$ cat src/rtl/ssa_pkg.sv
`default_nettype none

package ssa_pkg;

  localparam int unsigned MAX_SAMPLES_DEF = 8;

  localparam int unsigned TEMP_W     = 15;
  localparam int unsigned PRESS_W    = 24;
  localparam int unsigned HUMID_W    = 17;
  localparam int unsigned SAMP_W     = 4;
  localparam int unsigned RETRY_W    = 8;
  localparam int unsigned DISC_W     = 2;
  localparam int unsigned TOL_W      = 16;
  localparam int unsigned CFG_IDX_W  = 3;
  localparam int unsigned CFG_DATA_W = 16;

  // common signed width for the change check, and the magnitude/product widths
  localparam int unsigned DIFF_W = PRESS_W + 2;
  localparam int unsigned MAG_W  = PRESS_W + 1;
  localparam int unsigned PROD_W = MAG_W + TOL_W;

  localparam logic [TEMP_W-1:0]  TEMP_SENTINEL       = 15'h7060;  // -4000
  localparam logic [PRESS_W-1:0] PRESS_SENTINEL_LOW  = 24'd3000000;
  localparam logic [PRESS_W-1:0] PRESS_SENTINEL_HIGH = 24'd11000000;

  localparam logic CMD_START   = 1'b0;
  localparam logic CMD_READING = 1'b1;

  localparam logic [SAMP_W-1:0]  SAMPLES_RST  = 4'd5;
  localparam logic [RETRY_W-1:0] RETRIES_RST  = 8'd10;
  localparam logic [DISC_W-1:0]  DISCARDS_RST = 2'd2;
  localparam logic [TOL_W-1:0]   TEMP_TOL_RST  = 16'd1000;
  localparam logic [TOL_W-1:0]   PRESS_TOL_RST = 16'd10000;
  localparam logic [TOL_W-1:0]   HUMID_TOL_RST = 16'd200;
  localparam logic [RETRY_W-1:0] RETRY_MAX     = 8'd255;

  typedef enum logic [CFG_IDX_W-1:0] {
    REG_SAMPLES,
    REG_RETRIES,
    REG_DISCARDS,
    REG_TEMP_TOL,
    REG_PRESS_TOL,
    REG_HUMID_TOL
  } ssa_reg_e;

  typedef enum logic [1:0] {
    CH_TEMP,
    CH_PRESS,
    CH_HUMID
  } ssa_chan_e;

  typedef enum logic [3:0] {
    ST_IDLE,
    ST_DECIDE,
    ST_MUL,
    ST_CMP,
    ST_RESOLVE,
    ST_ACCUM,
    ST_CHECK,
    ST_DIV,
    ST_DONE
  } ssa_state_e;

  typedef struct packed {
    logic busy;
    logic done;
  } ssa_div_sts_t;

endpackage

`default_nettype wire

$ cat src/rtl/ssa_div.sv
`default_nettype none

// Three restoring dividers in lock step, one quotient bit per cycle.
module ssa_div import ssa_pkg::*; #(
  parameter int unsigned DW = 27,
  parameter int unsigned CW = 4
) (
  input  wire logic          clk_i,
  input  wire logic          rst_ni,
  input  wire logic          start_i,
  input  wire logic [CW-1:0] dvsr_i,
  input  wire logic [DW-1:0] a_i,
  input  wire logic [DW-1:0] b_i,
  input  wire logic [DW-1:0] c_i,
  output logic      [DW-1:0] qa_o,
  output logic      [DW-1:0] qb_o,
  output logic      [DW-1:0] qc_o,
  output ssa_div_sts_t       sts_o
);

  localparam int unsigned IW = $clog2(DW + 1);

  logic [DW-1:0] num_q [3];
  logic [DW-1:0] num_d [3];
  logic [CW-1:0] rem_q [3];
  logic [CW-1:0] rem_d [3];
  logic [CW-1:0] dvsr_q;
  logic [IW-1:0] cnt_q, cnt_d;
  logic          busy_q, busy_d;
  logic          done_q, done_d;

  always_comb begin
    logic [CW:0] trial;
    logic        qbit;
    trial  = '0;
    qbit   = 1'b0;
    cnt_d  = cnt_q;
    busy_d = busy_q;
    done_d = 1'b0;
    for (int l = 0; l < 3; l++) begin
      num_d[l] = num_q[l];
      rem_d[l] = rem_q[l];
    end
    if (start_i) begin
      num_d[0] = a_i;
      num_d[1] = b_i;
      num_d[2] = c_i;
      for (int l = 0; l < 3; l++) begin
        rem_d[l] = '0;
      end
      cnt_d  = IW'(DW);
      busy_d = 1'b1;
    end else if (busy_q) begin
      for (int l = 0; l < 3; l++) begin
        trial = {rem_q[l], num_q[l][DW-1]};
        qbit  = (trial >= {1'b0, dvsr_q});
        if (qbit) begin
          rem_d[l] = CW'(trial - {1'b0, dvsr_q});
        end else begin
          rem_d[l] = trial[CW-1:0];
        end
        num_d[l] = {num_q[l][DW-2:0], qbit};
      end
      cnt_d = cnt_q - IW'(1);
      if (cnt_q == IW'(1)) begin
        busy_d = 1'b0;
        done_d = 1'b1;
      end
    end
  end

  always_ff @(posedge clk_i or negedge rst_ni) begin
    if (!rst_ni) begin
      cnt_q  <= '0;
      busy_q <= 1'b0;
      done_q <= 1'b0;
    end else begin
      cnt_q  <= cnt_d;
      busy_q <= busy_d;
      done_q <= done_d;
    end
  end

  always_ff @(posedge clk_i) begin
    for (int l = 0; l < 3; l++) begin
      num_q[l] <= num_d[l];
      rem_q[l] <= rem_d[l];
    end
    if (start_i) begin
      dvsr_q <= dvsr_i;
    end
  end

  assign qa_o       = num_q[0];
  assign qb_o       = num_q[1];
  assign qc_o       = num_q[2];
  assign sts_o.busy = busy_q;
  assign sts_o.done = done_q;

endmodule

`default_nettype wire

$ cat src/rtl/sensor_settle_average.sv
// Flow: a word that ends no run frees the input once its decision, and any change check and
//   accumulation, are done. A word that closes a run with accepted readings starts the divider,
//   one quotient bit per cycle over the pressure sum width, and its result is loaded into the
//   output register once the divider is done and that register is free; a run that closes with
//   no accepted reading reports without the divider. Input is taken one word at a time: the next
//   waits until the last is done. The change check runs the shared multiplier once per channel.
//   A result waiting in the output register stalls input only when the next run closes. Reset:
//   asynchronous, active low; configuration and control registers take their defaults and no run is open.
`default_nettype none

module sensor_settle_average import ssa_pkg::*; #(
  parameter int unsigned MAX_SAMPLES = MAX_SAMPLES_DEF
) (
  input  wire logic                  clk_i,
  input  wire logic                  rst_ni,
  input  wire logic                  cfg_valid_i,
  output logic                       cfg_ready_o,
  input  wire logic [CFG_IDX_W-1:0]  cfg_index_i,
  input  wire logic [CFG_DATA_W-1:0] cfg_data_i,
  input  wire logic                  in_valid_i,
  output logic                       in_ready_o,
  input  wire logic                  cmd_i,
  input  wire logic                  read_ok_i,
  input  wire logic [TEMP_W-1:0]     temperature_i,
  input  wire logic [PRESS_W-1:0]    pressure_i,
  input  wire logic [HUMID_W-1:0]    humidity_i,
  output logic                       out_valid_o,
  input  wire logic                  out_ready_i,
  output logic                       success_o,
  output logic [TEMP_W-1:0]          avg_temperature_o,
  output logic [PRESS_W-1:0]         avg_pressure_o,
  output logic [HUMID_W-1:0]         avg_humidity_o
);

  localparam int unsigned LOG_N = $clog2(MAX_SAMPLES);
  localparam int unsigned CNT_W = $clog2(MAX_SAMPLES + 1);
  localparam int unsigned CMP_W = (CNT_W > SAMP_W) ? CNT_W : SAMP_W;
  localparam int unsigned ST_W  = TEMP_W + LOG_N;
  localparam int unsigned SP_W  = PRESS_W + LOG_N;
  localparam int unsigned SH_W  = HUMID_W + LOG_N;
  localparam int unsigned DW    = SP_W;

  // configuration
  logic [SAMP_W-1:0]  samples_q, samples_d;
  logic [RETRY_W-1:0] retries_q, retries_d;
  logic [DISC_W-1:0]  discards_q, discards_d;
  logic [TOL_W-1:0]   tol_t_q, tol_t_d, tol_p_q, tol_p_d, tol_h_q, tol_h_d;

  // run state
  ssa_state_e         state_q, state_d;
  logic               run_q, run_d;
  logic [DISC_W-1:0]  disc_q, disc_d;
  logic [CNT_W-1:0]   pos_q, pos_d;
  logic [CNT_W-1:0]   count_q, count_d;
  logic [RETRY_W-1:0] retry_q, retry_d;
  logic [TEMP_W-1:0]  prev_t_q, prev_t_d;
  logic [PRESS_W-1:0] prev_p_q, prev_p_d;
  logic [HUMID_W-1:0] prev_h_q, prev_h_d;
  logic [ST_W-1:0]    sum_t_q, sum_t_d;
  logic [SP_W-1:0]    sum_p_q, sum_p_d;
  logic [SH_W-1:0]    sum_h_q, sum_h_d;

  // held input word
  logic               cmd_q, ok_q;
  logic [TEMP_W-1:0]  t_q;
  logic [PRESS_W-1:0] p_q;
  logic [HUMID_W-1:0] h_q;

  // change check
  ssa_chan_e          ch_q, ch_d;
  logic [PROD_W-1:0]  prod_q, prod_d;
  logic [MAG_W-1:0]   pmag_q, pmag_d;
  logic               nz_q, nz_d;
  logic               restart_q, restart_d;

  // output register
  logic               out_valid_q, out_valid_d;
  logic               success_q;
  logic [TEMP_W-1:0]  avg_t_q;
  logic [PRESS_W-1:0] avg_p_q;
  logic [HUMID_W-1:0] avg_h_q;

  logic               in_acc;
  logic               good;
  logic               budget;
  logic [RETRY_W-1:0] retry_bump;
  logic [CMP_W-1:0]   npos;
  logic               run_end;
  logic               div_start;
  logic               load_out;
  logic               sum_neg;
  logic [ST_W-1:0]    sum_t_mag;
  logic [DW-1:0]      qa, qb, qc;
  ssa_div_sts_t       div_sts;
  logic [TEMP_W-1:0]  quot_t;

  logic signed [DIFF_W-1:0] now_s, prev_s, diff_s;
  logic [DIFF_W-1:0]        dmag_w, pmag_w;
  logic [TOL_W-1:0]         inv;

  assign cfg_ready_o = 1'b1;
  assign in_ready_o  = (state_q == ST_IDLE);
  assign in_acc      = in_valid_i & in_ready_o;

  always_comb begin
    samples_d  = samples_q;
    retries_d  = retries_q;
    discards_d = discards_q;
    tol_t_d    = tol_t_q;
    tol_p_d    = tol_p_q;
    tol_h_d    = tol_h_q;
    if (cfg_valid_i) begin
      case (ssa_reg_e'(cfg_index_i))
        REG_SAMPLES:   samples_d  = cfg_data_i[SAMP_W-1:0];
        REG_RETRIES:   retries_d  = cfg_data_i[RETRY_W-1:0];
        REG_DISCARDS:  discards_d = cfg_data_i[DISC_W-1:0];
        REG_TEMP_TOL:  tol_t_d    = cfg_data_i[TOL_W-1:0];
        REG_PRESS_TOL: tol_p_d    = cfg_data_i[TOL_W-1:0];
        REG_HUMID_TOL: tol_h_d    = cfg_data_i[TOL_W-1:0];
        default:       ;
      endcase
    end
  end

  // a sentinel value counts as a failed read
  assign good = ok_q && (t_q != TEMP_SENTINEL) && (p_q != PRESS_SENTINEL_LOW)
                && (p_q != PRESS_SENTINEL_HIGH);
  assign budget     = (retry_q < retries_q);
  assign retry_bump = (retry_q == RETRY_MAX) ? retry_q : retry_q + RETRY_W'(1);

  always_comb begin
    if (samples_q == '0) begin
      npos = CMP_W'(1);
    end else if (CMP_W'(samples_q) > CMP_W'(MAX_SAMPLES)) begin
      npos = CMP_W'(MAX_SAMPLES);
    end else begin
      npos = CMP_W'(samples_q);
    end
  end
  assign run_end = (CMP_W'(pos_q) >= npos);

  // shared multiplier operands
  always_comb begin
    case (ch_q)
      CH_TEMP: begin
        now_s  = $signed({{(DIFF_W-TEMP_W){t_q[TEMP_W-1]}}, t_q});
        prev_s = $signed({{(DIFF_W-TEMP_W){prev_t_q[TEMP_W-1]}}, prev_t_q});
        inv    = tol_t_q;
      end
      CH_PRESS: begin
        now_s  = $signed({{(DIFF_W-PRESS_W){1'b0}}, p_q});
        prev_s = $signed({{(DIFF_W-PRESS_W){1'b0}}, prev_p_q});
        inv    = tol_p_q;
      end
      CH_HUMID: begin
        now_s  = $signed({{(DIFF_W-HUMID_W){1'b0}}, h_q});
        prev_s = $signed({{(DIFF_W-HUMID_W){1'b0}}, prev_h_q});
        inv    = tol_h_q;
      end
      default: begin
        now_s  = '0;
        prev_s = '0;
        inv    = '0;
      end
    endcase
  end
  assign diff_s = now_s - prev_s;
  assign dmag_w = diff_s[DIFF_W-1] ? DIFF_W'(-diff_s) : DIFF_W'(diff_s);
  assign pmag_w = prev_s[DIFF_W-1] ? DIFF_W'(-prev_s) : DIFF_W'(prev_s);

  assign sum_neg   = sum_t_q[ST_W-1];
  assign sum_t_mag = sum_neg ? (~sum_t_q + ST_W'(1)) : sum_t_q;
  assign quot_t    = qa[TEMP_W-1:0];

  // next state
  always_comb begin
    state_d = state_q;
    case (state_q)
      ST_IDLE: begin
        if (in_acc) begin
          state_d = ST_DECIDE;
        end
      end
      ST_DECIDE: begin
        if (cmd_q == CMD_START || !run_q || disc_q != '0) begin
          state_d = ST_IDLE;
        end else if (!good) begin
          state_d = budget ? ST_IDLE : ST_CHECK;
        end else if (budget && pos_q != '0) begin
          state_d = ST_MUL;
        end else begin
          state_d = ST_ACCUM;
        end
      end
      ST_MUL: state_d = ST_CMP;
      ST_CMP: begin
        state_d = (ch_q == CH_HUMID) ? ST_RESOLVE : ST_MUL;
      end
      ST_RESOLVE: begin
        state_d = restart_q ? ST_IDLE : ST_ACCUM;
      end
      ST_ACCUM: state_d = ST_CHECK;
      ST_CHECK: begin
        if (!run_end) begin
          state_d = ST_IDLE;
        end else if (count_q == '0) begin
          state_d = ST_DONE;
        end else begin
          state_d = ST_DIV;
        end
      end
      ST_DIV: begin
        if (div_sts.done) begin
          state_d = ST_DONE;
        end
      end
      ST_DONE: begin
        if (!out_valid_q || out_ready_i) begin
          state_d = ST_IDLE;
        end
      end
      default: state_d = ST_IDLE;
    endcase
  end

  // datapath and outputs
  always_comb begin
    run_d     = run_q;
    disc_d    = disc_q;
    pos_d     = pos_q;
    count_d   = count_q;
    retry_d   = retry_q;
    prev_t_d  = prev_t_q;
    prev_p_d  = prev_p_q;
    prev_h_d  = prev_h_q;
    sum_t_d   = sum_t_q;
    sum_p_d   = sum_p_q;
    sum_h_d   = sum_h_q;
    ch_d      = ch_q;
    prod_d    = prod_q;
    pmag_d    = pmag_q;
    nz_d      = nz_q;
    restart_d = restart_q;
    div_start = 1'b0;
    load_out  = 1'b0;
    case (state_q)
      ST_DECIDE: begin
        if (cmd_q == CMD_START) begin
          run_d    = 1'b1;
          disc_d   = discards_q;
          pos_d    = '0;
          count_d  = '0;
          retry_d  = '0;
          prev_t_d = '0;
          prev_p_d = '0;
          prev_h_d = '0;
          sum_t_d  = '0;
          sum_p_d  = '0;
          sum_h_d  = '0;
        end else if (!run_q) begin
          // drop: no run open
        end else if (disc_q != '0) begin
          disc_d = disc_q - DISC_W'(1);
        end else if (!good) begin
          retry_d = retry_bump;
          if (!budget) begin
            pos_d = pos_q + CNT_W'(1);
          end
        end else begin
          ch_d      = CH_TEMP;
          restart_d = 1'b0;
        end
      end
      ST_MUL: begin
        prod_d = PROD_W'(dmag_w[MAG_W-1:0]) * PROD_W'(inv);
        pmag_d = pmag_w[MAG_W-1:0];
        nz_d   = (diff_s != '0);
      end
      ST_CMP: begin
        if (nz_q && prod_q >= PROD_W'(pmag_q)) begin
          restart_d = 1'b1;
        end
        case (ch_q)
          CH_TEMP:  ch_d = CH_PRESS;
          CH_PRESS: ch_d = CH_HUMID;
          default:  ch_d = CH_TEMP;
        endcase
      end
      ST_RESOLVE: begin
        if (restart_q) begin
          retry_d = retry_bump;
          pos_d   = '0;
          count_d = '0;
          sum_t_d = '0;
          sum_p_d = '0;
          sum_h_d = '0;
        end
      end
      ST_ACCUM: begin
        prev_t_d = t_q;
        prev_p_d = p_q;
        prev_h_d = h_q;
        sum_t_d  = sum_t_q + {{(ST_W-TEMP_W){t_q[TEMP_W-1]}}, t_q};
        sum_p_d  = sum_p_q + {{(SP_W-PRESS_W){1'b0}}, p_q};
        sum_h_d  = sum_h_q + {{(SH_W-HUMID_W){1'b0}}, h_q};
        count_d  = count_q + CNT_W'(1);
        pos_d    = pos_q + CNT_W'(1);
      end
      ST_CHECK: begin
        if (run_end) begin
          run_d     = 1'b0;
          div_start = (count_q != '0);
        end
      end
      ST_DONE: begin
        load_out = !out_valid_q || out_ready_i;
      end
      default: ;
    endcase
  end

  always_comb begin
    out_valid_d = out_valid_q;
    if (out_valid_q && out_ready_i) begin
      out_valid_d = 1'b0;
    end
    if (load_out) begin
      out_valid_d = 1'b1;
    end
  end

  ssa_div #(
    .DW (DW),
    .CW (CNT_W)
  ) u_div (
    .clk_i   (clk_i),
    .rst_ni  (rst_ni),
    .start_i (div_start),
    .dvsr_i  (count_q),
    .a_i     ({{(DW-ST_W){1'b0}}, sum_t_mag}),
    .b_i     (sum_p_q),
    .c_i     ({{(DW-SH_W){1'b0}}, sum_h_q}),
    .qa_o    (qa),
    .qb_o    (qb),
    .qc_o    (qc),
    .sts_o   (div_sts)
  );

  always_ff @(posedge clk_i or negedge rst_ni) begin
    if (!rst_ni) begin
      samples_q   <= SAMPLES_RST;
      retries_q   <= RETRIES_RST;
      discards_q  <= DISCARDS_RST;
      tol_t_q     <= TEMP_TOL_RST;
      tol_p_q     <= PRESS_TOL_RST;
      tol_h_q     <= HUMID_TOL_RST;
      state_q     <= ST_IDLE;
      run_q       <= 1'b0;
      disc_q      <= '0;
      pos_q       <= '0;
      count_q     <= '0;
      retry_q     <= '0;
      prev_t_q    <= '0;
      prev_p_q    <= '0;
      prev_h_q    <= '0;
      sum_t_q     <= '0;
      sum_p_q     <= '0;
      sum_h_q     <= '0;
      ch_q        <= CH_TEMP;
      restart_q   <= 1'b0;
      out_valid_q <= 1'b0;
    end else begin
      samples_q   <= samples_d;
      retries_q   <= retries_d;
      discards_q  <= discards_d;
      tol_t_q     <= tol_t_d;
      tol_p_q     <= tol_p_d;
      tol_h_q     <= tol_h_d;
      state_q     <= state_d;
      run_q       <= run_d;
      disc_q      <= disc_d;
      pos_q       <= pos_d;
      count_q     <= count_d;
      retry_q     <= retry_d;
      prev_t_q    <= prev_t_d;
      prev_p_q    <= prev_p_d;
      prev_h_q    <= prev_h_d;
      sum_t_q     <= sum_t_d;
      sum_p_q     <= sum_p_d;
      sum_h_q     <= sum_h_d;
      ch_q        <= ch_d;
      restart_q   <= restart_d;
      out_valid_q <= out_valid_d;
    end
  end

  always_ff @(posedge clk_i) begin
    if (in_acc) begin
      cmd_q <= cmd_i;
      ok_q  <= read_ok_i;
      t_q   <= temperature_i;
      p_q   <= pressure_i;
      h_q   <= humidity_i;
    end
    prod_q <= prod_d;
    pmag_q <= pmag_d;
    nz_q   <= nz_d;
    if (load_out) begin
      success_q <= (count_q != '0);
      if (count_q == '0) begin
        avg_t_q <= '0;
        avg_p_q <= '0;
        avg_h_q <= '0;
      end else begin
        // truncate toward zero: divide the magnitude, then restore the sign
        avg_t_q <= sum_neg ? (~quot_t + TEMP_W'(1)) : quot_t;
        avg_p_q <= qb[PRESS_W-1:0];
        avg_h_q <= qc[HUMID_W-1:0];
      end
    end
  end

  assign out_valid_o       = out_valid_q;
  assign success_o         = success_q;
  assign avg_temperature_o = avg_t_q;
  assign avg_pressure_o    = avg_p_q;
  assign avg_humidity_o    = avg_h_q;

endmodule

`default_nettype wire

$ cat config.mk
export PLATFORM = sky130hd
export DESIGN_NAME = sensor_settle_average
export DESIGN_NICKNAME = d
export VERILOG_FILES = /design/src/rtl/ssa_pkg.sv /design/src/rtl/ssa_div.sv /design/src/rtl/sensor_settle_average.sv
export SDC_FILE = /design/constraint.sdc
export NUM_CORES = 2
export LEC_CHECK = 0
export BUFFER_PORTS_ARGS = -buffer_cell sky130_fd_sc_hd__buf_2
export CORE_MARGIN = 2
export CORE_UTILIZATION = 60
export CTS_BUF_LIST = sky130_fd_sc_hd__clkbuf_4 sky130_fd_sc_hd__clkbuf_8 sky130_fd_sc_hd__clkbuf_16
export DETAILED_ROUTE_END_ITERATION = 10
export GPL_ROUTABILITY_DRIVEN = 1
export HOLD_SLACK_MARGIN = 0.1
export PLACE_DENSITY = 0.81
export SLEW_MARGIN = 10
export SYNTH_ARGS = -nofsm -noshare
export SYNTH_HDL_FRONTEND = slang
export SYNTH_SLANG_ARGS = --single-unit
$ cat constraint.sdc
create_clock -name clk_i -period 13.65 [get_ports clk_i]
set_clock_uncertainty 0.05 [all_clocks]
set_input_delay 4.095 -clock clk_i [delete_from_list [all_inputs] [get_ports clk_i]]
set_output_delay 4.095 -clock clk_i [all_outputs]
set_load 0.03 [all_outputs]
# Yosys cells after proc, flatten, opt, wreduce, memory -nomap -nowiden
# Memories as Yosys holds them, arrays and structs flattened.
# Cells that the tools add are included.
# totals
regBits,403
ram_bits,93
input_bits,82
output_inout_bits,60
mem_count,2
# memory_table
memory,depth,word_bits,read_ports,rd_clocked_by_memory_dff,wr,line,source
u_div.num_q,3,27,3,0,3,ssa_div.sv:23,logic [DW-1:0] num_q [3];
u_div.rem_q,3,4,3,0,3,ssa_div.sv:25,logic [CW-1:0] rem_q [3];
# op_classes
addsub,16
n_mul,1
magnitude_cmp,7
n_eq_ne,37
mux,90
bitwise,4
n_reduce_logical,42
# op_table
cell,n
$mux 81,2
$pmux 26 s3,2
$pmux 27 s3,1
$mux 4,17
$pmux 20 s3,1
$mux 18,3
$mux 27,2
$pmux 18 s3,1
$mux 25,2
$neg 25->25,2
$mux 8,6
$pmux 16 s3,1
$pmux 24 s2,1
$ge 41x25->1,1
$mul 25x16->41,1
$mux 20,2
$pmux 4 s9,1
$pmux 17 s2,1
$mux 15,2
$pmux 15 s2,1
$add 27x24->27,1
$reduce_bool 26->1,1
$sub 26x26->26,1
$mux 12,2
57 further kinds,142

# Longest topological paths before layout
# logic_depth
ltp_word,9
mapped_depth,47
mapped_depth_nobuf,38

# Hierarchy
# From an unflattened synthesis, not the netlist that was laid out.
# hier_totals
cells_unflattened,4078
area_unflattened_um2,40183.5
# by_module_without_submodules
module,instances,cells_each,area_each_um2,seq_area_each_um2
sensor_settle_average,1,3744,35325.1,10744.1
ssa_div,1,334,4858.4,2967.8

# Least setup slack after synthesis
# No wires, ideal clock.
# synth_timing
path_kind,register to register
from,register ch_q[0]
to,register prod_q[39] (data pin)
setup_time_ps,258
t_arrival_ps,11241
slack_ps,2101
path_stages_with_launch,42
synth_period_minus_slack_ps,11549
path_cell_list,dfrtp_1 > clkbuf_1 > buf_2 > buf_2 > buf_2 > buf_1 > clkbuf_1 > mux2i_1 > o21ai_0 > ha_1 > o21ai_1 > a21o_1 > a311oi_2 > or4b_1 > nand3b_4 > or3_4 > or3_4 > and3_1 > [6 not listed] > inv_1 > fa_1 > fa_1 > inv_1 > fa_1 > inv_1 > ha_1 > clkbuf_1 > a21oi_1 > o211ai_1 > a221oi_1 > a31oi_1 > a221oi_1 > nor2_1 > o41a_1 > a211o_1 > a21oi_1 > xnor2_1
# synth_between
elab_chain_cells,6
word_cells_on_any_way,10
# synth_lines
element,line,source
start: declaration,sensor_settle_average.sv:70,"ssa_chan_e ch_q, ch_d;"
start signal: assignment,sensor_settle_average.sv:391,ch_q <= ch_d;
"$eq 2x2->1, or another cell as far along",sensor_settle_average.sv:144,case (ch_q)
$pmux 26 s3,sensor_settle_average.sv:144,
$sub 26x26->26,sensor_settle_average.sv:167,assign diff_s = now_s - prev_s;
$neg 25->25,sensor_settle_average.sv:168,assign dmag_w = diff_s[DIFF_W-1] ? DIFF_W'(-diff_s) : DIFF_W'(diff_s);
$mux 25,sensor_settle_average.sv:168,
$mul 25x16->41 (*),sensor_settle_average.sv:275,prod_d = PROD_W'(dmag_w[MAG_W-1:0]) * PROD_W'(inv);
end signal: assignment,sensor_settle_average.sv:405,prod_q <= prod_d;
end: declaration,sensor_settle_average.sv:71,"logic [PROD_W-1:0] prod_q, prod_d;"
# Mark *: on every way between the ends. The rest lies on a longest branch, timed or not.
# A chain may end at the register's enable or synchronous reset.

# Worst setup path in the final report
# Same ends and word-level chain as after synthesis.

==> run metrics <==
die area=roughly 69000 um^2; placed cell count=~5000; Post-Synthesis Cell Area=40000 um^2; syn avg cell area=9.66 um^2; setup tns final=0 ns; crit path kind=register to register; Hold Path Class=register to register; DP HPWL=76400 um; Syn-to-layout area delta=8.16%; Final Hold Fails=0; final number of max-transition violations=0; initial antenna violation count=2; Num CTS Buffers=54; Antenna Nets Post-Route=0; top_reg_cell synth=edfxtp_1; I/O Buffers=140; post-synthesis mux area share=0.0333; GR Layer Usage met3=0.0568; met1 usage=0.417; layout cells sized above 1=0.101; Synth Area in Simple Gates=0.136; endpoint class of the critical path=register; Yosys cell types=98; largest net degree at the start of global routing=93; post-synthesis compound-gate area fraction=0.156; core box area=65900 um^2; Die Wd=262 um; Post-CTS Setup Bufs=0; dominant cell type by area after synthesis=edfxtp_1; router iterations before antenna repair=6; WHS=0.418 ns; crit path DAT=12.72 ns; Buf+Inv Stages, Crit Path=5; syn nets=4806; met2 usage=0.479; post-synthesis cell count=4141; htree depth=2; xor and xnor area share after synthesis=0.0313; top cells by area, synth=edfxtp_1 (19%), fa_1 (16%), dfrtp_1 (12%), ha_1 (8.0%), o21ai_0 (5.3%); first-pass GRT wire length=169000 um; DP Worst Slack=around 1.5 ns; fin crit share=0.911; family with the most delay on the worst path=compound AO/OA/AOI/OAI gates; Diodes inserted=0; slowest stage delay, CP=0.83 ns; hold_buf cts=0; final net count=4844; Filler cells=5152; RSZ-0062 raised after global routing=no; starting density of the core=0.608; critical path launch point type=register; CP required=13.94 ns; max-cap violations=0; CTS Root Cell=clkbuf_16; yosys warns=0; Yosys top cell area share=0.188; vias in the first global route=31500; Worst slew margin=0.142; post-CTS sizing=0; fmax=0.0804 GHz; DRT Wirelength=between 100000 and 150000 um; chip height=262 um; Max FO, Critical Path=38; Seq/Total Area, Yosys=0.339; drt via density=6.14; GPL Wtd Cong=0.969; Worst Slack Setup Final=1.22 ns; clock transition time at the flip-flop clock pins of the worst setup and hold paths=0.06 ns; clk sinks=496; Final min period=12.43 ns; GR Util All Layers=0.303; gr ovfl total=0; Max Root-Sink Buffers=3; routed len/inst=20.4 um; Top Usage Layer GRT=met2; Post-synth EDFFs=251; CTS tree=done; io pins=142; First DRT Iteration DRCs=3072; most used cell, CP=fa_1; slowest stage cell, crit path=o22a_1; Non-Filler Instances=approximately 5000; largest family of logic cells by synthesized area=adder cells; synthesized flop and latch total=496; Slew @ Worst Pin=1.29 ns; Remaining DRCs=0; async set-reset flop share out of synthesis=0.438; status=finished clean; Synth Area in Adders=0.244; Clock Latency Late Sink=0.65 ns; Final setup viols=0; vias post-DR=roughly 31000; # rows=between 90 and 100
==> sequential cells by signal, indices dropped and copies added, names as in the netlist, 12 cells and up <==
signal and flops:
tol_p_q 16, avg_temperature_o 15, prod_q 41, prev_p_q 24
prev_h_q 17, h_q 17, tol_h_q 16, pmag_q 25
u_div.num_q 81, sum_h_q 20, sum_t_q 18, t_q 15
u_div.rem_q 12, tol_t_q 16, p_q 24, avg_humidity_o 17
sum_p_q 27, avg_pressure_o 24, prev_t_q 15
==> Yosys cell counts (19+ instances only) <==
master and number:
mux2_2 56, o21ai_0 424, xor2_1 62, nand3_1 144
dfxtp_1 28, o21a_1 93, nand2b_1 36, dfrtp_1 198
o31ai_1 20, a21oi_1 212, ha_1 256, nor3_1 64
o21ai_1 19, fa_1 327, buf_2 26, nand4_1 25
dfstp_2 19, xnor2_1 81, inv_1 433, nand2_1 416
and2_1 63, edfxtp_1 251, mux2i_1 70, nor2b_1 31
nor2_1 204, clkbuf_1 155, and3_1 37, a31oi_1 20
a21o_1 69, or3_1 29
==> worst reg2reg max path: cells and delay by family (launching register included) <==
| family | cells | cell delay [ns] |
|---|---|---|
| adder cells (fa/ha/maj) | 8 | 3.82 |
| AO/OA/AOI/OAI | 13 | 4.92 |
| flip-flops | 1 | 0.76 |
| XOR/XNOR | 1 | 0.09 |
| buffers and inverters | 5 | 0.73 |
| AND/OR/NAND/NOR | 9 | 1.81 |
==> path summary, 6_finish.rpt <==
check                                                    start                              to  slack (ns)  depth (start not counted)
worst max-delay path                       ch_q[0]$_DFFE_PN0P_            prod_q[39]$_DFFE_PP_        1.22                         36
worst min-delay path            u_div.rem_q[0][7]$_SDFFE_PP0P_  u_div.rem_q[0][7]$_SDFFE_PP0P_        0.42                          2
worst max register to register             ch_q[0]$_DFFE_PN0P_            prod_q[39]$_DFFE_PP_        1.22                         36
worst min register to register  u_div.rem_q[0][7]$_SDFFE_PP0P_  u_div.rem_q[0][7]$_SDFFE_PP0P_        0.42                          2
max in group asynchronous                               rst_ni         prev_h_q[3]$_DFFE_PN0P_        8.70                          2
min in group asynchronous                               rst_ni          u_div.busy_q$_DFF_PN0_        3.38                          1
==> cells by family after synthesis <==
family                   count (synthesis)
AO/OA/AOI/OAI                         1025
XOR/XNOR                               143
adder cells (fa/ha/maj)                583
buffers and inverters                  636
flip-flops                             496
multiplexers                           126
other                                    2
AND/OR/NAND/NOR                       1130
==> area by class of cell <==
cell class / count / area (um^2) / area share
sequential: 496 / 13600 / 0.313
inverter: 435 / 1640 / 0.0378
clock buffer: 76 / 1560 / 0.0360
tap: 864 / 1080 / 0.0250
timing repair buffer: 183 / 1030 / 0.0239
multi-input combinational: 3009 / 24100 / 0.557
clock inverter: 24 / 313 / 0.00723
==> placed cells by master, fill, tap and decap left out, types with 70 or more instances in the layout <==
| cell | netlist | routed |
|---|---|---|
| buf_2 | 26 | 139 |
| nand3_1 | 144 | 144 |
| inv_1 | 433 | 432 |
| ha_1 | 256 | 256 |
| o21ai_0 | 424 | 413 |
| mux2i_1 | 70 | 70 |
| nand2_1 | 416 | 415 |
| fa_1 | 327 | 327 |
| a21oi_1 | 212 | 212 |
| o21a_1 | 93 | 93 |
| nor2_1 | 204 | 202 |
| edfxtp_1 | 251 | 251 |
| dfrtp_1 | 198 | 195 |
| xnor2_1 | 81 | 81 |
==> per-stage QoR <==
stage,cell area (um^2),utilization
floorplan,40000,-
global placement,41400,0.629
detailed placement,41400,0.629
CTS,43300,0.657
global route,43300,0.657
finish,43300,0.657
==> per-layer routing <==
layer	up-vias	part of all wire
li1	14300	-
met1	15300	0.41
met2	1354	0.47
met3	282	0.085
met4	2	0.042
met5	-	0.00011
Power is left out: the tool's default activity adds up to more than one toggle a clock period on the data nets, which glitch-free logic cannot reach.
